===== src/rtl/core/skd_pkg.sv =====
// shared constants, types and helper functions of the kd oscillator core
package skd_pkg;

    localparam int WINDOW        = 9;
    localparam int PRICE_BITS    = 24;
    localparam int VAL_BITS      = 14;
    localparam int NUM_BITS      = PRICE_BITS + VAL_BITS;
    localparam int SUM_BITS      = VAL_BITS + 1;
    localparam int SCAN_BITS     = $clog2(WINDOW);
    localparam int DIV_CNT_BITS  = $clog2(VAL_BITS);
    localparam int DIV3_SHIFT    = 17;
    localparam int PROD_BITS     = SUM_BITS + DIV3_SHIFT;

    localparam logic [VAL_BITS-1:0]  FULL_SCALE    = VAL_BITS'(10000);
    localparam logic [VAL_BITS-1:0]  RESET_INITIAL = VAL_BITS'(5000);
    localparam logic [PROD_BITS-1:0] DIV3_MUL      = PROD_BITS'(43691);

    typedef logic [PRICE_BITS-1:0] t_price;
    typedef logic [VAL_BITS-1:0]   t_val;

    // one stored bar of the window
    typedef struct packed {
        t_price hi;
        t_price lo;
        logic   valid;
    } t_bar;

    // running extremes handed along the chain
    typedef struct packed {
        t_price hi;
        t_price lo;
    } t_run;

    typedef enum logic [2:0] {
        ST_IDLE,
        ST_SCAN,
        ST_PREP,
        ST_MUL,
        ST_DIV,
        ST_KCALC,
        ST_DCALC,
        ST_DONE
    } t_state;

    typedef enum logic [1:0] {
        SEL_ZERO,
        SEL_FULL,
        SEL_QUOT
    } t_rsv_sel;

    // floor(x/3) by reciprocal multiply, exact for x below 2**17
    function automatic t_val div3(input logic [SUM_BITS-1:0] x);
        logic [PROD_BITS-1:0] p;
        p = PROD_BITS'(x) * DIV3_MUL;
        return t_val'(p >> DIV3_SHIFT);
    endfunction

    // starting k and d, saturated at full scale
    function automatic t_val start_value(input t_val init);
        return (init > FULL_SCALE) ? FULL_SCALE : init;
    endfunction

endpackage


===== src/rtl/core/skd_stream_if.sv =====
// valid/ready stream interfaces for price bars and oscillator results
interface skd_in_if;
    logic                          valid;
    logic                          ready;
    logic [skd_pkg::PRICE_BITS-1:0] high_price;
    logic [skd_pkg::PRICE_BITS-1:0] low_price;
    logic [skd_pkg::PRICE_BITS-1:0] close_price;
    logic                          restart;

    modport source (output valid, high_price, low_price, close_price, restart, input ready);
    modport sink   (input valid, high_price, low_price, close_price, restart, output ready);
endinterface

interface skd_out_if;
    logic                         valid;
    logic                         ready;
    logic [skd_pkg::VAL_BITS-1:0] rsv_value;
    logic [skd_pkg::VAL_BITS-1:0] k_value;
    logic [skd_pkg::VAL_BITS-1:0] d_value;
    logic                         flat_range;

    modport source (output valid, rsv_value, k_value, d_value, flat_range, input ready);
    modport sink   (input valid, rsv_value, k_value, d_value, flat_range, output ready);
endinterface


===== src/rtl/core/skd_cell.sv =====
// one window cell: holds a bar, shifts it on, folds it into the running extremes
module skd_cell (
    input  logic          i_clk,
    input  logic          i_rst_n,
    input  logic          i_shift,
    input  logic          i_clear,
    input  skd_pkg::t_bar i_prev,
    input  skd_pkg::t_run i_run,
    output skd_pkg::t_bar o_bar,
    output skd_pkg::t_run o_run
);

    skd_pkg::t_price r_hi;
    skd_pkg::t_price r_lo;
    logic            r_valid;
    skd_pkg::t_run   r_run;
    skd_pkg::t_run   n_run;

    // bar storage, valid cleared on reset and on a restart
    always_ff @(posedge i_clk) begin
        if (!i_rst_n) begin
            r_valid <= 1'b0;
        end else if (i_shift) begin
            r_valid <= i_clear ? 1'b0 : i_prev.valid;
        end
    end

    always_ff @(posedge i_clk) begin
        if (i_shift) begin
            r_hi <= i_prev.hi;
            r_lo <= i_prev.lo;
        end
    end

    // fold own bar into the extremes from the previous cell
    always_comb begin
        n_run = i_run;
        if (r_valid) begin
            if (r_hi > i_run.hi) begin
                n_run.hi = r_hi;
            end
            if (r_lo < i_run.lo) begin
                n_run.lo = r_lo;
            end
        end
    end

    always_ff @(posedge i_clk) begin
        r_run <= n_run;
    end

    assign o_bar = '{hi: r_hi, lo: r_lo, valid: r_valid};
    assign o_run = r_run;

endmodule


===== src/rtl/core/skd_divider.sv =====
// restoring divider, one quotient bit per cycle, quotient known to fit VAL_BITS
module skd_divider (
    input  logic                          i_clk,
    input  logic                          i_rst_n,
    input  logic                          i_start,
    input  logic [skd_pkg::NUM_BITS-1:0]  i_num,
    input  skd_pkg::t_price               i_den,
    output logic                          o_done,
    output skd_pkg::t_val                 o_quot
);

    logic                              r_busy;
    logic                              r_done;
    logic [skd_pkg::DIV_CNT_BITS-1:0]  r_cnt;
    skd_pkg::t_price                   r_rem;
    skd_pkg::t_price                   r_den;
    skd_pkg::t_val                     r_lo;
    skd_pkg::t_val                     r_quot;
    logic [skd_pkg::PRICE_BITS:0]      w_trial;
    logic                              w_fit;

    // bring down the next numerator bit and try the subtract
    assign w_trial = {r_rem, r_lo[skd_pkg::VAL_BITS-1]};
    assign w_fit   = (w_trial >= {1'b0, r_den});

    always_ff @(posedge i_clk) begin
        if (!i_rst_n) begin
            r_busy <= 1'b0;
            r_done <= 1'b0;
            r_cnt  <= '0;
        end else begin
            r_done <= 1'b0;
            if (i_start) begin
                r_busy <= 1'b1;
                r_cnt  <= '0;
            end else if (r_busy) begin
                r_cnt <= r_cnt + 1'b1;
                if (r_cnt == skd_pkg::DIV_CNT_BITS'(skd_pkg::VAL_BITS - 1)) begin
                    r_busy <= 1'b0;
                    r_done <= 1'b1;
                end
            end
        end
    end

    // datapath: the high part of the numerator is already below the divisor
    always_ff @(posedge i_clk) begin
        if (i_start) begin
            r_rem  <= i_num[skd_pkg::NUM_BITS-1:skd_pkg::VAL_BITS];
            r_lo   <= i_num[skd_pkg::VAL_BITS-1:0];
            r_den  <= i_den;
            r_quot <= '0;
        end else if (r_busy) begin
            r_rem  <= w_fit ? skd_pkg::PRICE_BITS'(w_trial - {1'b0, r_den})
                            : w_trial[skd_pkg::PRICE_BITS-1:0];
            r_lo   <= {r_lo[skd_pkg::VAL_BITS-2:0], 1'b0};
            r_quot <= {r_quot[skd_pkg::VAL_BITS-2:0], w_fit};
        end
    end

    assign o_done = r_done;
    assign o_quot = r_quot;

endmodule


===== src/rtl/core/stochastic_kd_oscillator_core.sv =====
// top level of the kd stochastic oscillator core
// A bar whose RSV needs the divider goes, after acceptance, through the scan, while the
// running highest and lowest ripple one cell per cycle down the window chain, then the
// prepare and multiply states, the one-bit-per-cycle divider for RSV, and the K, D and
// output register steps. When RSV is forced to 0 (flat range or close at or below the
// lowest) or to full scale (close at or above the highest) the divider is skipped. Ready
// is high only between bars, from the cycle after a result is loaded, so a bar is accepted
// only once the one before it has been fully processed. A finished result sits in the
// output register, so the next bar is accepted while it waits to be taken; that bar's own
// result is held back until the register is free. restart clears the window down to the
// restarting bar and reloads K and D from the configured initial value (i_cfg_data),
// which is saturated to 10000 and only takes effect at restart.
module stochastic_kd_oscillator_core (
    input  logic                  i_clk,
    input  logic                  i_rst_n,
    input  logic                  i_cfg_we,
    input  skd_pkg::t_val         i_cfg_data,
    skd_in_if.sink                i_bar,
    skd_out_if.source             o_res
);

    skd_pkg::t_state   r_state;
    skd_pkg::t_state   n_state;
    logic [skd_pkg::SCAN_BITS-1:0] r_scan;
    skd_pkg::t_val     r_init;
    skd_pkg::t_val     r_k;
    skd_pkg::t_val     r_d;
    skd_pkg::t_val     r_rsv;
    skd_pkg::t_price   r_close;
    skd_pkg::t_price   r_diff;
    skd_pkg::t_price   r_den;
    logic              r_flat;
    skd_pkg::t_rsv_sel r_sel;

    logic              r_o_valid;
    skd_pkg::t_val     r_o_rsv;
    skd_pkg::t_val     r_o_k;
    skd_pkg::t_val     r_o_d;
    logic              r_o_flat;

    logic              w_accept;
    logic              w_load_out;
    logic              w_div_start;
    logic              w_div_done;
    skd_pkg::t_val     w_quot;
    skd_pkg::t_val     w_rsv;
    logic [skd_pkg::NUM_BITS-1:0] w_num;
    skd_pkg::t_run     w_final;

    skd_pkg::t_bar     w_bar [skd_pkg::WINDOW+1];
    skd_pkg::t_run     w_run [skd_pkg::WINDOW+1];

    assign w_accept = i_bar.valid && i_bar.ready;

    // window chain: newest bar enters cell zero
    assign w_bar[0] = '{hi: i_bar.high_price, lo: i_bar.low_price, valid: 1'b1};
    assign w_run[0] = '{hi: '0, lo: '1};

    for (genvar g = 0; g < skd_pkg::WINDOW; g++) begin : g_cell
        skd_cell u_cell (
            .i_clk   (i_clk),
            .i_rst_n (i_rst_n),
            .i_shift (w_accept),
            .i_clear ((g == 0) ? 1'b0 : i_bar.restart),
            .i_prev  (w_bar[g]),
            .i_run   (w_run[g]),
            .o_bar   (w_bar[g+1]),
            .o_run   (w_run[g+1])
        );
    end

    assign w_final = w_run[skd_pkg::WINDOW];

    // scaled numerator feeds the divider register directly
    assign w_num = skd_pkg::NUM_BITS'(r_diff) * skd_pkg::NUM_BITS'(skd_pkg::FULL_SCALE);

    skd_divider u_div (
        .i_clk   (i_clk),
        .i_rst_n (i_rst_n),
        .i_start (w_div_start),
        .i_num   (w_num),
        .i_den   (r_den),
        .o_done  (w_div_done),
        .o_quot  (w_quot)
    );

    // rsv selection: special-case values or the divider quotient
    always_comb begin
        unique case (r_sel)
            skd_pkg::SEL_ZERO: w_rsv = '0;
            skd_pkg::SEL_FULL: w_rsv = skd_pkg::FULL_SCALE;
            skd_pkg::SEL_QUOT: w_rsv = w_quot;
            default:           w_rsv = '0;
        endcase
    end

    // state register
    always_ff @(posedge i_clk) begin
        if (!i_rst_n) begin
            r_state <= skd_pkg::ST_IDLE;
        end else begin
            r_state <= n_state;
        end
    end

    // next state and handshake outputs
    always_comb begin
        n_state     = r_state;
        i_bar.ready = 1'b0;
        w_div_start = 1'b0;
        w_load_out  = 1'b0;
        unique case (r_state)
            skd_pkg::ST_IDLE: begin
                i_bar.ready = 1'b1;
                if (i_bar.valid) begin
                    n_state = skd_pkg::ST_SCAN;
                end
            end
            skd_pkg::ST_SCAN: begin
                if (r_scan == skd_pkg::SCAN_BITS'(skd_pkg::WINDOW - 1)) begin
                    n_state = skd_pkg::ST_PREP;
                end
            end
            skd_pkg::ST_PREP: begin
                n_state = skd_pkg::ST_MUL;
            end
            skd_pkg::ST_MUL: begin
                if (r_sel == skd_pkg::SEL_QUOT) begin
                    w_div_start = 1'b1;
                    n_state     = skd_pkg::ST_DIV;
                end else begin
                    n_state = skd_pkg::ST_KCALC;
                end
            end
            skd_pkg::ST_DIV: begin
                if (w_div_done) begin
                    n_state = skd_pkg::ST_KCALC;
                end
            end
            skd_pkg::ST_KCALC: begin
                n_state = skd_pkg::ST_DCALC;
            end
            skd_pkg::ST_DCALC: begin
                n_state = skd_pkg::ST_DONE;
            end
            skd_pkg::ST_DONE: begin
                if (!r_o_valid || o_res.ready) begin
                    w_load_out = 1'b1;
                    n_state    = skd_pkg::ST_IDLE;
                end
            end
            default: n_state = skd_pkg::ST_IDLE;
        endcase
    end

    // configuration register and smoothing lines
    always_ff @(posedge i_clk) begin
        if (!i_rst_n) begin
            r_init <= skd_pkg::RESET_INITIAL;
            r_k    <= skd_pkg::start_value(skd_pkg::RESET_INITIAL);
            r_d    <= skd_pkg::start_value(skd_pkg::RESET_INITIAL);
        end else begin
            if (i_cfg_we) begin
                r_init <= i_cfg_data;
            end
            if (w_accept && i_bar.restart) begin
                r_k <= skd_pkg::start_value(r_init);
                r_d <= skd_pkg::start_value(r_init);
            end else if (r_state == skd_pkg::ST_KCALC) begin
                r_k <= skd_pkg::div3({r_k, 1'b0} + skd_pkg::SUM_BITS'(w_rsv));
            end else if (r_state == skd_pkg::ST_DCALC) begin
                r_d <= skd_pkg::div3({r_d, 1'b0} + skd_pkg::SUM_BITS'(r_k));
            end
        end
    end

    // scan counter
    always_ff @(posedge i_clk) begin
        if (!i_rst_n) begin
            r_scan <= '0;
        end else if (w_accept) begin
            r_scan <= '0;
        end else if (r_state == skd_pkg::ST_SCAN) begin
            r_scan <= r_scan + 1'b1;
        end
    end

    // per-bar datapath registers
    always_ff @(posedge i_clk) begin
        if (w_accept) begin
            r_close <= i_bar.close_price;
        end
        if (r_state == skd_pkg::ST_PREP) begin
            r_flat <= (w_final.hi <= w_final.lo);
            r_diff <= r_close - w_final.lo;
            r_den  <= w_final.hi - w_final.lo;
            if ((w_final.hi <= w_final.lo) || (r_close <= w_final.lo)) begin
                r_sel <= skd_pkg::SEL_ZERO;
            end else if (r_close >= w_final.hi) begin
                r_sel <= skd_pkg::SEL_FULL;
            end else begin
                r_sel <= skd_pkg::SEL_QUOT;
            end
        end
        if (r_state == skd_pkg::ST_KCALC) begin
            r_rsv <= w_rsv;
        end
    end

    // output register
    always_ff @(posedge i_clk) begin
        if (!i_rst_n) begin
            r_o_valid <= 1'b0;
        end else if (w_load_out) begin
            r_o_valid <= 1'b1;
        end else if (o_res.ready) begin
            r_o_valid <= 1'b0;
        end
    end

    always_ff @(posedge i_clk) begin
        if (w_load_out) begin
            r_o_rsv  <= r_rsv;
            r_o_k    <= r_k;
            r_o_d    <= r_d;
            r_o_flat <= r_flat;
        end
    end

    assign o_res.valid      = r_o_valid;
    assign o_res.rsv_value  = r_o_rsv;
    assign o_res.k_value    = r_o_k;
    assign o_res.d_value    = r_o_d;
    assign o_res.flat_range = r_o_flat;

endmodule


===== src/flat_wrapper.sv =====
// flat-port wrapper written by rule: the top's interface ports become plain ports
module stochastic_kd_oscillator_core_flat 
  (i_clk, i_rst_n, i_cfg_we, i_cfg_data, i_bar_valid, i_bar_high_price, i_bar_low_price, i_bar_close_price, i_bar_restart, i_bar_ready, o_res_valid, o_res_rsv_value, o_res_k_value, o_res_d_value, o_res_flat_range, o_res_ready);
  skd_in_if i_bar_i ();
  skd_out_if o_res_i ();
  input  logic i_clk;
  input  logic i_rst_n;
  input  logic i_cfg_we;
  input  skd_pkg::t_val i_cfg_data;
  input wire logic [$bits(i_bar_i.valid)-1:0] i_bar_valid;
  input wire logic [$bits(i_bar_i.high_price)-1:0] i_bar_high_price;
  input wire logic [$bits(i_bar_i.low_price)-1:0] i_bar_low_price;
  input wire logic [$bits(i_bar_i.close_price)-1:0] i_bar_close_price;
  input wire logic [$bits(i_bar_i.restart)-1:0] i_bar_restart;
  output wire logic [$bits(i_bar_i.ready)-1:0] i_bar_ready;
  output wire logic [$bits(o_res_i.valid)-1:0] o_res_valid;
  output wire logic [$bits(o_res_i.rsv_value)-1:0] o_res_rsv_value;
  output wire logic [$bits(o_res_i.k_value)-1:0] o_res_k_value;
  output wire logic [$bits(o_res_i.d_value)-1:0] o_res_d_value;
  output wire logic [$bits(o_res_i.flat_range)-1:0] o_res_flat_range;
  input wire logic [$bits(o_res_i.ready)-1:0] o_res_ready;
  assign i_bar_i.valid = i_bar_valid;
  assign i_bar_i.high_price = i_bar_high_price;
  assign i_bar_i.low_price = i_bar_low_price;
  assign i_bar_i.close_price = i_bar_close_price;
  assign i_bar_i.restart = i_bar_restart;
  assign i_bar_ready = i_bar_i.ready;
  assign o_res_valid = o_res_i.valid;
  assign o_res_rsv_value = o_res_i.rsv_value;
  assign o_res_k_value = o_res_i.k_value;
  assign o_res_d_value = o_res_i.d_value;
  assign o_res_flat_range = o_res_i.flat_range;
  assign o_res_i.ready = o_res_ready;
  stochastic_kd_oscillator_core u_core (.i_clk(i_clk), .i_rst_n(i_rst_n), .i_cfg_we(i_cfg_we), .i_cfg_data(i_cfg_data), .i_bar(i_bar_i), .o_res(o_res_i));
endmodule

===== config.mk =====
export PLATFORM = sky130hd
export DESIGN_NAME = stochastic_kd_oscillator_core_flat
export DESIGN_NICKNAME = d
export VERILOG_FILES = /design/src/rtl/core/skd_pkg.sv /design/src/rtl/core/skd_stream_if.sv /design/src/rtl/core/skd_cell.sv /design/src/rtl/core/skd_divider.sv /design/src/rtl/core/stochastic_kd_oscillator_core.sv /design/src/flat_wrapper.sv
export SDC_FILE = /design/constraint.sdc
export NUM_CORES = 2
export LEC_CHECK = 0
export BUFFER_PORTS_ARGS = -buffer_cell sky130_fd_sc_hd__buf_2
export CAP_MARGIN = 40
export CORE_ASPECT_RATIO = 1.1
export CORE_MARGIN = 8
export CORE_UTILIZATION = 40
export DETAILED_ROUTE_END_ITERATION = 8
export PLACE_DENSITY = 0.62
export RECOVER_POWER = 25
export SLEW_MARGIN = 20
export SYNTH_ARGS = -nofsm -noshare
export SYNTH_HDL_FRONTEND = slang
export SYNTH_SLANG_ARGS = --single-unit

===== constraint.sdc =====
create_clock -name i_clk -period 15.5 [get_ports i_clk]
set_clock_uncertainty 0.1 [all_clocks]
set_input_delay 0.775 -clock i_clk [delete_from_list [all_inputs] [get_ports i_clk]]
set_output_delay 0.775 -clock i_clk [all_outputs]
set_load 0.005 [all_outputs]

* After elaboration in Yosys (flattened, before gate mapping)
Index checks and enable logic that the tools add are counted.
** Storage, ports and cells
- Output and inout bits :: 45
- Register bits :: 1133
- Input bits :: 92
- Word-level logic and storage cells :: 198
** Cells by class
- Bitwise operators :: 2
- $mul :: 3
- Reductions and logical operators :: 17
- Equal/unequal tests :: 16
- Mux-type cells :: 62
- Magnitude comparators :: 23
- Add/sub/neg operators :: 7
** Operator list (number)
- 24-bit two-way mux :: 19
- 48-bit two-way mux :: 8
- 24-bit greater-than comparator :: 8
- 24-bit < comparator :: 8
- 14-bit two-way mux :: 8
- 24-bit subtractor :: 3
- 15-bit by 16-bit multiplier with 31-bit output (second input constant) :: 2
- 24-bit <= comparator :: 2
- 24-bit by 10-bit multiplier with 34-bit output (second input constant) :: 1
- 15-bit by 14-bit adder with 15-bit output :: 2
- 14-bit one-hot mux with 2 select lines :: 1
- 25-bit by 24-bit >= comparator with 1-bit output :: 1
- 24-bit >= comparator :: 1
- 24-bit by 1-bit greater-than comparator with 1-bit output (second input constant) :: 1
- 24-bit < comparator (second input constant) :: 1
- 3-bit one-hot mux with 8 select lines :: 1
- 1-bit two-way mux :: 20
- 14-bit greater-than comparator (second input constant) :: 1
- 3-bit equality test (second input constant) :: 4
- 3-bit two-way mux :: 4
- 4-bit by 1-bit adder with 4-bit output (second input constant) :: 2
- 4-bit equality test (second input constant) :: 2
- 2-bit nonzero test :: 4
- 3-bit by 2-bit equality test with 1-bit output (second input constant) :: 2
- 15 further kinds :: 24

* Logic depth before layout (Yosys ltp)
- Word-level depth :: 6
- Depth in mapped cells :: 38
- Depth with buffers taken out :: 36

* Cells and area by module
From an unflattened synthesis, not the netlist that was laid out.
** Unflattened totals
- Cell total of the unflattened synthesis :: 5385
- Area, all modules :: 63581.0 sq um
** By module, submodules not included
- skd_cell :: sequential area each 2422.3 sq um, instances 9, area each 4201.5 sq um, cells an instance 317
- stochastic_kd_oscillator_core :: sequential area each 4964.8 sq um, instances 1, area each 21131.5 sq um, cells an instance 2140
- skd_divider :: sequential area each 2262.2 sq um, instances 1, area each 4635.7 sq um, cells an instance 392

* Least setup slack after synthesis
No wires, ideal clock.
- Kind :: register -> register
- From :: register u_core.r_state[0]
- To :: register u_core.r_k[12]
- Cell stages (with the launch flop) :: 11
- Required time :: 15325 ps
- Period minus slack after synthesis :: 12662 ps
- Arrival time :: 12486 ps
- Buffers on the path :: 0
- Library setup time :: 75 ps
- Slack :: 2838 ps
- Cell sequence :: dfxtp_1 > inv_1 > ha_1 > inv_1 > nor2_1 > nand2_1 > inv_1 > nand2_1 > nand2_1 > o22ai_1 > o21ai_0
** On the way
- Cells in the longest elaborated chain, start to end :: 5
- Elaborated cells on any way between the ends :: 7
- Those cells by class :: 1 x eq/ne; 2 x mux; 4 x reduce/logical
** RTL lines
- start, declared :: RTL line stochastic_kd_oscillator_core.sv:22 : skd_pkg::t_state r_state;
- start signal, assigned :: RTL line stochastic_kd_oscillator_core.sv:100 : r_state <= skd_pkg::ST_IDLE;
- start signal, assigned :: RTL line stochastic_kd_oscillator_core.sv:102 : r_state <= n_state;
- 3-bit zero test * :: RTL line stochastic_kd_oscillator_core.sv:112 : unique case (r_state)
- 1-bit two-way mux * :: RTL line stochastic_kd_oscillator_core.sv:112
- net i_bar_ready :: RTL line flat_wrapper.sv:15 : output wire logic [$bits(i_bar_i.ready)-1:0] i_bar_ready;
- 1-bit logical AND * :: RTL line stochastic_kd_oscillator_core.sv:53 : assign w_accept = i_bar.valid && i_bar.ready;
- net u_core.g_cell[0].u_cell.i_shift :: RTL line skd_cell.sv:5 : input logic i_shift,
- 1-bit logical AND * :: RTL line stochastic_kd_oscillator_core.sv:166 : if (w_accept && i_bar.restart) begin
- 14-bit two-way mux or 2-bit nonzero test (tied branches)
- end signal, assigned :: RTL line stochastic_kd_oscillator_core.sv:160 : r_k <= skd_pkg::start_value(skd_pkg::RESET_INITIAL);
- end signal, assigned :: RTL line stochastic_kd_oscillator_core.sv:167 : r_k <= skd_pkg::start_value(r_init);
- end signal, assigned :: RTL line stochastic_kd_oscillator_core.sv:170 : r_k <= skd_pkg::div3({r_k, 1'b0} + skd_pkg::SUM_BITS'(w_rsv));
- end, declared :: RTL line stochastic_kd_oscillator_core.sv:26 : skd_pkg::t_val r_k;
Mark *: on every way through the listed nets, which the timed path passes. The rest lies on a longest branch.
A chain may end at the register's enable or synchronous reset.

* Worst setup path in the final report
- From :: register u_core.r_sel[0]
- To :: register u_core.r_k[13]
** On the way
- Cells in the longest elaborated chain, start to end :: 6
- Elaborated cells on any way between the ends :: 7
- Those cells by class :: 1 x add/sub; 1 x mul; 2 x eq/ne; 3 x mux
** RTL lines
- start, declared :: RTL line stochastic_kd_oscillator_core.sv:33 : skd_pkg::t_rsv_sel r_sel;
- start signal, assigned :: RTL line stochastic_kd_oscillator_core.sv:198 : r_sel <= skd_pkg::SEL_ZERO;
- start signal, assigned :: RTL line stochastic_kd_oscillator_core.sv:200 : r_sel <= skd_pkg::SEL_FULL;
- start signal, assigned :: RTL line stochastic_kd_oscillator_core.sv:202 : r_sel <= skd_pkg::SEL_QUOT;
- 2-bit equality test or 2-bit by 1-bit equality test with 1-bit output (tied branches) :: RTL line stochastic_kd_oscillator_core.sv:89 : unique case (r_sel)
- 14-bit one-hot mux with 2 select lines * :: RTL line stochastic_kd_oscillator_core.sv:89
- net u_core.w_rsv[2] :: RTL line stochastic_kd_oscillator_core.sv:46 : skd_pkg::t_val w_rsv;
- 15-bit by 14-bit adder with 15-bit output * :: RTL line stochastic_kd_oscillator_core.sv:170
- 15-bit by 16-bit multiplier with 31-bit output * :: RTL line skd_pkg.sv:54 : p = PROD_BITS'(x) * DIV3_MUL;
- 14-bit two-way mux * :: RTL line stochastic_kd_oscillator_core.sv:169 : end else if (r_state == skd_pkg::ST_KCALC) begin
- 14-bit two-way mux * :: RTL line stochastic_kd_oscillator_core.sv:166
Mark *: on every way through the listed nets, which the timed path passes. The rest lies on a longest branch. The select of a mux whose other input is x is not followed.

==> impl_metrics.csv <==
group,metric,value,unit
setup_path,r2r_cells,37,
yosys,yosys.area.top_type_share,30.3,%
drt,ant_nets,0,
clock_tree,clock_path_buffers,3,
yosys,synth_most_common_cell,"inv_1",
setup_path,worstPathRequired,15.97,ns
setup_path,r2r_start,"u_core.r_sel[0]",
drt,dr.pass1.iters,5,
drt,vias,36334,
floorplanning,dieWidth,390,um
yosys,synth-compound-area-share,7.97,%
drt,drtIter0Drc,1253,
yosys,synthXorXnorAreaFrac,2.04,%
place,io_buffer_count,136,
min_path,hold_path.class,"input port to register",
layout,fin_util,45.2,%
min_path,hold_depth,1,
clock_tree,cts_hold_buffers,0,
drt,via_per_inst,4.75,
yosys,seq_area_frac_synth,46.9,%
setup_path,cp_num_buf_inv,7,
yosys,synthCells,5258,
sta,final_hold_viol_count,0,
setup_path,cp_top_family,"adder cells",
layout,fill_cells,13953,
job,cap_violations,0,
floorplanning,core,0.154,mm2
setup_path,r2r-end,"u_core.r_k[13]",
yosys,syn-num-nets,6347,
yosys,synth_area_leader_cell,"edfxtp_1",
sta,setup_slack,5.94,ns
setup_path,cp-end-kind,"register",
clock_tree,root_buffer,"clkbuf_16",
yosys,avgSynthCellArea,11.7,um2
global_route,antenna_found_initial,1,
global_route,grt_max_degree,99,
yosys,ys_seq_elements,1133,
floorplanning,dieArea,0.167,mm2
floorplanning,initial_core_util,40.2,%
global_route,grt-ovfl-total,0,
global_route,grt_util_all_layers,14.0,%
yosys,synth.area.mux_share,7.87,%
sta,drv_slew,0,
clock_tree,numCtsBuffers,116,
setup_path,crit_start,"u_core.r_sel[0]",
clock_tree,clk_latency,0.76,ns
yosys,synth_simple_gate_area_share,6.70,%
setup_path,cp_slowest_cell,"fa_1",
drt,routedWlPerCell,15.4,um
setup_path,start_kind,"register",
yosys,synth_edf_count,622,
min_path,hold_path_end,"u_core.g_cell[0].u_cell.r_hi[23]",
sta,holdWs,0.0781,ns
layout,multi_input_area,0.0292,mm2
yosys,synth.top_cells.by_area,"edfxtp_1 30%, dfxtp_1 17%, ha_1 16%",
floorplanning,io_pins,137,
place,hpwlAfterDp,92900,um
min_path,worstHoldStart,"i_bar_high_price[23]",
clock_tree,cts_tree,"done",
yosys,ys_types,80,
clock_tree,post-cts-setup-buffers,0,
layout,area_growth,12.5,%
floorplanning,die_h,428,um
sta,fin_crit_sh,61.7,%
place,gp_congestion,0.853,
setup_path,worst-path-max-fanout,17,
sta,setup_viol,0,
clock_tree,h-tree-depth,3,
yosys,ys.flop_type,"edfxtp_1",
floorplanning,floorplan.rows,151,
sta,rsz0062_at_grt,"false",
yosys,synth_warnings,0,
drt,remaining_drc_errors,0,
yosys,syn_area,0.0617,mm2
place,dp_slack,5.97,ns
layout,regArea,0.0289,mm2
clock_tree,cts_resized,0,
global_route,grt_first_pass_wirelength,193000,um
sta,worstMarginPinSlew,0.855,ns
layout,nNetsFinal,6569,
setup_path,arrival,10.03,ns
layout,drive_gt1_share,14.2,%
run_status,status,"completed",
sta,post-route-min-period,9.56,ns
sta,slew_headroom,42.3,%
yosys,synth_top_family_by_area,"adder cells",
drt,routed_wl,117000,um
setup_path,cpMostUsedCell,"inv_1",
global_route,grt_pass1_vias,38278,
setup_path,cp_slowest_stage_delay,0.56,ns
yosys,ys_top_cells_by_count,"907 x inv_1, 808 x ha_1, 622 x edfxtp_1, 511 x dfxtp_1, 385 x mux2_2",
layout,n_antenna_cell,0,
sta,fmax,0.105,GHz
setup_path,reg2reg_setup_slack,5.94,ns
yosys,async_flop_share,0,%
sta,fin_tns_setup,0,ns
clock_tree,cts_sinks,1133,
clock_tree,clkTransAtPathRegs,0.07,ns
yosys,synth-adder-area-share,22.5,%
setup_path,path_class,"register to register",
[state kept, by name, indices dropped and copies added (netlist names), 10 cells and up]
signal                      flops
u_core.g_cell.u_cell.r_lo     216
u_core.r_rsv                   14
u_core.o_res.d_value           14
u_core.r_d                     14
u_core.r_init                  14
u_core.r_diff                  24
u_core.u_div.r_den             24
u_core.o_res.k_value           14
u_core.r_den                   24
u_core.u_div.r_lo              10
u_core.o_res.rsv_value         14
u_core.g_cell.u_cell.o_run    432
u_core.r_close                 24
u_core.u_div.r_rem             24
u_core.u_div.o_quot            14
u_core.r_k                     14
u_core.g_cell.u_cell.r_hi     216
[how the worst max path moves through the flow]
stage	to	slack, ns	cells past startpoint
2_1_floorplan	u_core.r_k[12]	2.84	10
3_3_place_gp	u_core.r_k[13]	6.09	36
3_5_place_dp	u_core.r_k[13]	5.97	36
4_1_cts	u_core.r_k[13]	5.88	36
5_1_grt	u_core.r_k[13]	5.21	37
6_report	u_core.r_k[13]	5.94	37
[placed cells by master (no fill, tap or decap), types with 92 or more instances in the layout]
| master | Yosys | routed |
|---|---|---|
| inv_1 | 907 | 905 |
| ha_1 | 808 | 808 |
| edfxtp_1 | 622 | 622 |
| dfxtp_1 | 511 | 511 |
| mux2_2 | 385 | 385 |
| a21oi_1 | 242 | 242 |
| fa_1 | 189 | 189 |
| o21ai_0 | 167 | 167 |
| nand2_1 | 157 | 157 |
| nor2_1 | 153 | 152 |
| a21o_1 | 142 | 142 |
| buf_2 | 24 | 131 |
| clkbuf_16 | 0 | 120 |
| nand4_1 | 96 | 96 |
| xnor2_1 | 95 | 95 |
| nor2b_1 | 93 | 92 |
[stage by stage]
stage          cell area [um2]  std cells
2_1_floorplan            61700       5258
3_3_place_gp             64900       7410
3_5_place_dp             65100       7424
4_1_cts                  69400       7645
5_1_grt                  69400       7648
6_report                 69400       7648
[logic make-up after synthesis]
group                    Yosys count
AO/OA/AOI/OAI                    774
XOR/XNOR                         144
adder cells (fa/ha/maj)          997
buffers and inverters            980
flip-flops                      1133
multiplexers                     437
AND/OR/NAND/NOR                  793
[cell type report]
cell class / instances / area share, %
Multi-Input combinational cell: 3145 / 42.0
Sequential cell: 1133 / 41.7
Inverter: 908 / 4.92
Clock buffer: 162 / 4.84
Tap cell: 2065 / 3.72
Timing Repair Buffer: 176 / 1.58
Clock inverter: 59 / 1.28
[layer usage]
layer | share of wire [%] | track usage (%)
met4 | 4.0 | 5.72
met1 | 45 | 17.3
met3 | 2.8 | 1.86
met2 | 48 | 24.4
met5 | 0 | 0
Power is not shown: default switching activity piles up to over one toggle a cycle in this logic, so the estimate is an artifact.
